### config.mk
export PLATFORM = sky130hd
export DESIGN_NAME = upwc_walker
export DESIGN_NICKNAME = d
export VERILOG_FILES = /design/src/hw/rtl/upwc_pkg.sv /design/src/hw/rtl/upwc_idx_unit.sv /design/src/hw/rtl/upwc_walker.sv
export SDC_FILE = /design/constraint.sdc
export NUM_CORES = 1
export LEC_CHECK = 0
export BUFFER_PORTS_ARGS = -buffer_cell sky130_fd_sc_hd__buf_2
export CAP_MARGIN = 20
export CORE_ASPECT_RATIO = 0.8
export CORE_MARGIN = 4
export CORE_UTILIZATION = 38
export CTS_BUF_LIST = sky130_fd_sc_hd__clkbuf_4
export DETAILED_ROUTE_END_ITERATION = 12
export PLACE_DENSITY = 0.68
export SYNTH_ARGS = -nofsm -noshare
export SYNTH_HDL_FRONTEND = slang
export SYNTH_SLANG_ARGS = --single-unit
### constraint.sdc
create_clock -name clk_i -period 6.23 [get_ports clk_i]
set_clock_uncertainty 0.1 [all_clocks]
set_input_delay 0.623 -clock clk_i [delete_from_list [all_inputs] [get_ports clk_i]]
set_output_delay 0.623 -clock clk_i [all_outputs]
set_load 0.005 [all_outputs]
### src/hw/rtl/upwc_pkg.sv
// ----------------------------------------------------------------------------
// upwc_pkg: shared types and constants of the user buffer page walk check
// opcodes, reason codes, sequencer states and entry bit positions
// ----------------------------------------------------------------------------
`default_nettype none

package upwc_pkg;

  // input item opcodes
  typedef enum logic [1:0] {
    OP_TABLE_WRITE = 2'd0,
    OP_CHECK_READ  = 2'd1,
    OP_CHECK_WRITE = 2'd2
  } opcode_e;

  // result reason codes
  typedef enum logic [2:0] {
    RSN_OK           = 3'd0,
    RSN_WRAP         = 3'd1,
    RSN_ABOVE_LIMIT  = 3'd2,
    RSN_L1_INVALID   = 3'd3,
    RSN_L0_INVALID   = 3'd4,
    RSN_NOT_USER     = 3'd5,
    RSN_NOT_WRITABLE = 3'd6,
    RSN_OUTSIDE      = 3'd7
  } reason_e;

  // walk sequencer states
  typedef enum logic [2:0] {
    ST_IDLE,
    ST_SETUP,
    ST_L1_REQ,
    ST_L1_CHK,
    ST_L0_CHK,
    ST_DONE
  } state_e;

  // widths of the fixed fields
  localparam int unsigned PpnW  = 22;
  localparam int unsigned VpnW  = 10;
  localparam int unsigned PageW = 20;
  localparam int unsigned IdxW  = 32;

  // highest allowed buffer end
  localparam logic [31:0] UserLimit = 32'h8000_0000;

  // page table entry bit positions
  localparam int unsigned PteBitV = 0;
  localparam int unsigned PteBitW = 2;
  localparam int unsigned PteBitU = 4;

endpackage

`default_nettype wire

### src/hw/rtl/upwc_idx_unit.sv
// ----------------------------------------------------------------------------
// upwc_idx_unit: shared table index unit
// forms a store word index from a table ppn and a vpn, flags it when outside the store
// ----------------------------------------------------------------------------
`default_nettype none

module upwc_idx_unit #(
  parameter int unsigned StoreWords = 65536
) (
  input  wire logic [upwc_pkg::PpnW-1:0] ppn_i,
  input  wire logic [upwc_pkg::VpnW-1:0] vpn_i,
  output logic      [upwc_pkg::IdxW-1:0] idx_o,
  output logic                           outside_o
);

  localparam logic [upwc_pkg::IdxW-1:0] StoreWordsW = upwc_pkg::IdxW'(StoreWords);

  // index is ppn * 1024 + vpn, compared against the store size
  always_comb begin
    idx_o     = {ppn_i, vpn_i};
    outside_o = (idx_o >= StoreWordsW);
  end

endmodule

`default_nettype wire

### src/hw/rtl/upwc_walker.sv
// ----------------------------------------------------------------------------
// upwc_walker: page walk sequencer
// takes items, drives the table store and walks each spanned page up to the first failing page
// ----------------------------------------------------------------------------
`default_nettype none

module upwc_walker #(
  parameter int unsigned StoreWords = 65536,
  parameter int unsigned AddrW      = 16
) (
  input  wire logic                          clk_i,
  input  wire logic                          rst_ni,
  input  wire logic [upwc_pkg::PpnW-1:0]     root_ppn_i,
  input  wire logic                          in_valid_i,
  output logic                               in_ready_o,
  input  wire logic [1:0]                    opcode_i,
  input  wire logic [15:0]                   word_index_i,
  input  wire logic [31:0]                   word_data_i,
  input  wire logic [31:0]                   buf_address_i,
  input  wire logic [31:0]                   buf_length_i,
  output logic                               out_valid_o,
  input  wire logic                          out_ready_i,
  output logic                               access_ok_o,
  output logic [2:0]                         reason_o,
  output logic                               ram_we_o,
  output logic [AddrW-1:0]                   ram_addr_o,
  output logic [31:0]                        ram_wdata_o,
  input  wire logic [31:0]                   ram_rdata_i
);

  localparam logic [31:0] StoreWordsW = 32'(StoreWords);

  upwc_pkg::state_e  state_q, state_d;
  upwc_pkg::reason_e reason_q, reason_d;
  upwc_pkg::reason_e out_reason_q;
  logic              out_valid_q;

  logic [31:0]                 addr_q, len_q;
  logic                        need_w_q;
  logic [upwc_pkg::PageW-1:0]  va_pn_q, va_pn_d;
  logic [upwc_pkg::PageW-1:0]  last_pn_q, last_pn_d;

  logic [32:0]                 end_sum;
  logic                        end_wrap;
  logic                        end_over;
  logic                        page_left;
  logic                        out_free;

  logic [upwc_pkg::PpnW-1:0]   unit_ppn;
  logic [upwc_pkg::VpnW-1:0]   unit_vpn;
  logic [upwc_pkg::IdxW-1:0]   unit_idx;
  logic                        unit_outside;

  logic [31:0]                 widx_ext;
  logic                        is_check;

  // shared index and bound unit
  upwc_idx_unit #(
    .StoreWords(StoreWords)
  ) u_idx_unit (
    .ppn_i    (unit_ppn),
    .vpn_i    (unit_vpn),
    .idx_o    (unit_idx),
    .outside_o(unit_outside)
  );

  // unit operands: entry pointer and level-0 vpn in the level-1 check, root table and level-1 vpn otherwise
  always_comb begin
    if (state_q == upwc_pkg::ST_L1_CHK) begin
      unit_ppn = ram_rdata_i[31:10];
      unit_vpn = va_pn_q[upwc_pkg::VpnW-1:0];
    end else begin
      unit_ppn = root_ppn_i;
      unit_vpn = va_pn_q[upwc_pkg::PageW-1:upwc_pkg::VpnW];
    end
  end

  // buffer end, wrap and limit
  assign end_sum   = {1'b0, addr_q} + {1'b0, len_q};
  assign end_wrap  = end_sum[32];
  assign end_over  = (end_sum[31:0] > upwc_pkg::UserLimit);
  assign page_left = (va_pn_q < last_pn_q);
  assign out_free  = !out_valid_q || out_ready_i;

  assign widx_ext = {16'd0, word_index_i};
  assign is_check = (opcode_i == upwc_pkg::OP_CHECK_READ) ||
                    (opcode_i == upwc_pkg::OP_CHECK_WRITE);

  // next state
  always_comb begin
    state_d = state_q;
    unique case (state_q)
      upwc_pkg::ST_IDLE: begin
        if (in_valid_i) begin
          state_d = is_check ? upwc_pkg::ST_SETUP : upwc_pkg::ST_DONE;
        end
      end
      upwc_pkg::ST_SETUP: begin
        state_d = (end_wrap || end_over) ? upwc_pkg::ST_DONE : upwc_pkg::ST_L1_REQ;
      end
      upwc_pkg::ST_L1_REQ: begin
        state_d = (!page_left || unit_outside) ? upwc_pkg::ST_DONE
                                               : upwc_pkg::ST_L1_CHK;
      end
      upwc_pkg::ST_L1_CHK: begin
        state_d = (!ram_rdata_i[upwc_pkg::PteBitV] || unit_outside)
                  ? upwc_pkg::ST_DONE : upwc_pkg::ST_L0_CHK;
      end
      upwc_pkg::ST_L0_CHK: begin
        state_d = (reason_d != upwc_pkg::RSN_OK) ? upwc_pkg::ST_DONE
                                                 : upwc_pkg::ST_L1_REQ;
      end
      upwc_pkg::ST_DONE: begin
        if (out_free) begin
          state_d = upwc_pkg::ST_IDLE;
        end
      end
      default: state_d = upwc_pkg::ST_IDLE;
    endcase
  end

  // outputs of each state: store access, reason, page bounds
  always_comb begin
    in_ready_o  = 1'b0;
    ram_we_o    = 1'b0;
    ram_addr_o  = unit_idx[AddrW-1:0];
    ram_wdata_o = word_data_i;
    reason_d    = reason_q;
    va_pn_d     = va_pn_q;
    last_pn_d   = last_pn_q;
    unique case (state_q)
      upwc_pkg::ST_IDLE: begin
        in_ready_o = 1'b1;
        ram_addr_o = widx_ext[AddrW-1:0];
        ram_we_o   = in_valid_i && (opcode_i == upwc_pkg::OP_TABLE_WRITE) &&
                     (widx_ext < StoreWordsW);
        reason_d   = upwc_pkg::RSN_OK;
      end
      upwc_pkg::ST_SETUP: begin
        va_pn_d   = addr_q[31:12];
        last_pn_d = end_sum[31:12] + upwc_pkg::PageW'(|end_sum[11:0]);
        if (end_wrap) begin
          reason_d = upwc_pkg::RSN_WRAP;
        end else if (end_over) begin
          reason_d = upwc_pkg::RSN_ABOVE_LIMIT;
        end
      end
      upwc_pkg::ST_L1_REQ: begin
        if (page_left && unit_outside) begin
          reason_d = upwc_pkg::RSN_OUTSIDE;
        end
      end
      upwc_pkg::ST_L1_CHK: begin
        if (!ram_rdata_i[upwc_pkg::PteBitV]) begin
          reason_d = upwc_pkg::RSN_L1_INVALID;
        end else if (unit_outside) begin
          reason_d = upwc_pkg::RSN_OUTSIDE;
        end
      end
      upwc_pkg::ST_L0_CHK: begin
        va_pn_d = va_pn_q + upwc_pkg::PageW'(1);
        if (!ram_rdata_i[upwc_pkg::PteBitV]) begin
          reason_d = upwc_pkg::RSN_L0_INVALID;
        end else if (!ram_rdata_i[upwc_pkg::PteBitU]) begin
          reason_d = upwc_pkg::RSN_NOT_USER;
        end else if (need_w_q && !ram_rdata_i[upwc_pkg::PteBitW]) begin
          reason_d = upwc_pkg::RSN_NOT_WRITABLE;
        end
      end
      upwc_pkg::ST_DONE: begin
      end
      default: begin
      end
    endcase
  end

  // control registers
  always_ff @(posedge clk_i or negedge rst_ni) begin
    if (!rst_ni) begin
      state_q     <= upwc_pkg::ST_IDLE;
      out_valid_q <= 1'b0;
    end else begin
      state_q <= state_d;
      if (state_q == upwc_pkg::ST_DONE && out_free) begin
        out_valid_q <= 1'b1;
      end else if (out_ready_i) begin
        out_valid_q <= 1'b0;
      end
    end
  end

  // payload registers
  always_ff @(posedge clk_i) begin
    reason_q  <= reason_d;
    va_pn_q   <= va_pn_d;
    last_pn_q <= last_pn_d;
    if (state_q == upwc_pkg::ST_IDLE && in_valid_i) begin
      addr_q   <= buf_address_i;
      len_q    <= buf_length_i;
      need_w_q <= (opcode_i == upwc_pkg::OP_CHECK_WRITE);
    end
    if (state_q == upwc_pkg::ST_DONE && out_free) begin
      out_reason_q <= reason_q;
    end
  end

  assign out_valid_o = out_valid_q;
  assign access_ok_o = (out_reason_q == upwc_pkg::RSN_OK);
  assign reason_o    = out_reason_q;

endmodule

`default_nettype wire

==> metrics <==
Congestion Overflow GR=0; r2r endpoint=state_q[2]$_DFFE_PN0P_; post-route ant nets=0; chip width=169.5 um; final setup TNS=0 ns; crit path kind=register to register; Synth area leaders=edfxtp_1 41%, ha_1 8.8%, nand2_1 5.6%; post-CTS sizing=0; Initial Util=39.37%; Syn Area/Cell=9.408 sq um; power share of the clock group=15.1%; CTS tree=built; dominant synthesized flop cell=edfxtp_1; worst setup path startpoint=addr_q[12]$_DFFE_PP_; most common cell in the netlist=nand2_1; Die ar.=0.02326 sq mm; initial antenna violation count=2; clock-pin slew on the worst setup and hold paths=0.11 ns; Cell Rows=46; htree depth=4; reg2reg setup slack=1.76 ns; CP Capture Type=register; Synth area leader=edfxtp_1; Seq pwr share=39.5%; Area growth, synth to finish=13.35%; top cells by count, synth=119 x nand2_1, 108 x edfxtp_1, 61 x nor2_1; Final Hold Fails=0; library cells used by synthesis=74; number of global-route vias before repair=6127; mapped cell area=0.007931 sq mm; root buffer cell=clkbuf_4; P per Cell Area=387.9 mW/mm^2; # DRC=0; GP Congestion=0.9222; I/O Buffers=155; Final Cycle Share=71.79%; Final Net Count=1190; Synth top area share=40.89%; WP data required=6.57 ns; CTS Buf Count=17; height of the die=137.2 um; final worst path period need=4.472 ns; Sw Ratio=41.57%; Post-Route WL=21910 um; drt via density=5.426; final slew viol count=0; EDFF count, synth=108; Final Setup Violations=0; worst vdd ir=0.0001750 V; final instance count without filler cells=1239; asr flop ratio synth=3.478%; largest net degree at the start of global routing=43; DRT iter0 DRCs=505; R2R cell count=12; Clock Path Buffers=2; Slew @ Worst Pin=1.104 ns; Max-slew headroom=25.69%; dpl hpwl=17530 um; hold_ws=0.1444 ns; CP Capture Point=state_q[2]$_DFFE_PN0P_; core region area=0.02014 sq mm; Post-Synthesis Cells=843; synth warn=0; TritonCTS Sinks=115; sw power=0.001449 W; fmax=223.6 MHz; Synthesized Nets=1072; result of the run=finished clean; Max-cap violations=0; Worst setup SP type=register; Internal=0.002037 W; Comb pwr share=45.4%; #FFs+latches synth=115; ratio of cells with drive above 1 in the final layout=21.36%; first-pass GRT wire length=33330 um; worst r2r src=addr_q[12]$_DFFE_PP_; Leakage Power=3.665 nW; hold crit path type=primary input to register; largest fanout on the critical path=7; drt first pass iters=5; Placed Cells incl. Taps=1205; Vias=6723; wire per inst=17.68 um; post-synthesis sequential area ratio=42.91%; Global Route Usage Sum=18.48%; io pins=227; Arr. time, crit path=4.81 ns; unrepaired setup endpoints after global routing=no; clk_lat worst skew=0.54 ns
==> timing repair <==
| action | 4_1_cts | 5_1_grt |
|---|---|---|
| endpoints found under the hold margin | 4 | 0 |
| hold buffers | 1 | 0 |
| setup buffers | 0 | 0 |
| setup endpoints to repair | 0 | 0 |
==> worst min path at each step <==
stage,start,depth (start not counted),end
2_1_floorplan,rst_ni,0,out_valid_o$_DFFE_PN0P_
4_1_cts,buf_address_i[8],1,addr_q[8]$_DFFE_PP_
3_3_place_gp,rst_ni,1,out_valid_o$_DFFE_PN0P_
3_5_place_dp,rst_ni,1,out_valid_o$_DFFE_PN0P_
6_report,buf_address_i[8],1,addr_q[8]$_DFFE_PP_
5_1_grt,buf_length_i[9],1,len_q[9]$_DFFE_PP_
==> final cells by class <==
type	instances	area, sq um
inverter	43	161.4
tap	264	330.3
multi-input combinational	624	4018
timing repair buffer	160	815.8
antenna	1	2.502
sequential	115	3403
fill	1955	11150
clock buffer	22	165.2
clock inverter	10	93.84
==> critical path, stage by stage, from the launching register on <==
cell and delay (ns):
edfxtp_1 0.50, ha_1 0.45, a21oi_1 0.29, o211ai_1 0.13, a21boi_1 0.39, o211ai_2 0.20
a2111oi_0 0.44, a311oi_1 0.18, or4_1 0.56, o41a_1 0.51, o221ai_2 0.24, o2111ai_1 0.19
a21o_1 0.18
==> cell families after synthesis <==
kind of cell	Yosys count	share of synthesized area [%]
AO/OA/AOI/OAI	215	17.92
multiplexers	2	0.2524
flip-flops	115	42.91
AND/OR/NAND/NOR	296	17.34
XOR/XNOR	54	5.963
buffers and inverters	104	6.531
adder cells (fa/ha/maj)	57	9.087
==> power groups by stage <==
stage	registers, W	logic (W)	clock network, W
after floorplan	0.00130	0.00117	0
after global placement	0.00139	0.00155	0
after detailed placement	0.00139	0.00157	0
after CTS	0.00137	0.00158	0.000541
after global routing	0.00140	0.00178	0.000579
final	0.00138	0.00158	0.000527
==> registers in the layout, indices dropped and copies added (netlist names) <==
name         flops
reason_o         3
reason_q         3
need_w_q         1
last_pn_q       20
va_pn_q         20
state_q          3
out_valid_o      1
addr_q          32
len_q           32
==> through the flow <==
stage,total power [W],instance area (sq um),utilization [%],setup slack [ns]
after floorplan,0.002468,7931,-,1.815
after global placement,0.002934,8718,43.28,1.840
after CTS,0.003495,8987,44.61,1.812
after global routing,0.003760,8990,44.63,1.548
after detailed placement,0.002960,8718,43.28,1.845
final,0.003487,8990,44.63,1.758
==> placed cells by master (no fill, tap or decap), types with 22 or more instances in the layout <==
master / count
nand3_1: 22
xor2_1: 29
inv_1: 41
o21ai_0: 58
nand2_1: 119
buf_2: 155
xnor2_1: 25
clkbuf_4: 22
ha_1: 56
edfxtp_1: 108
a21oi_1: 47
a31oi_1: 22
nor2_1: 60
nand4_1: 24
==> metal layers <==
| metal | track usage [%] | wire length [um] | part of all wire, % |
|---|---|---|---|
| met5 | 0 | 0 | 0 |
| met4 | 5.811 | 431 | 2.0 |
| met1 | 25.93 | 10200 | 47 |
| met3 | 3.815 | 1531 | 7.0 |
| met2 | 28.87 | 9745 | 44 |
Note: power is estimated with default switching activity, not from simulation.
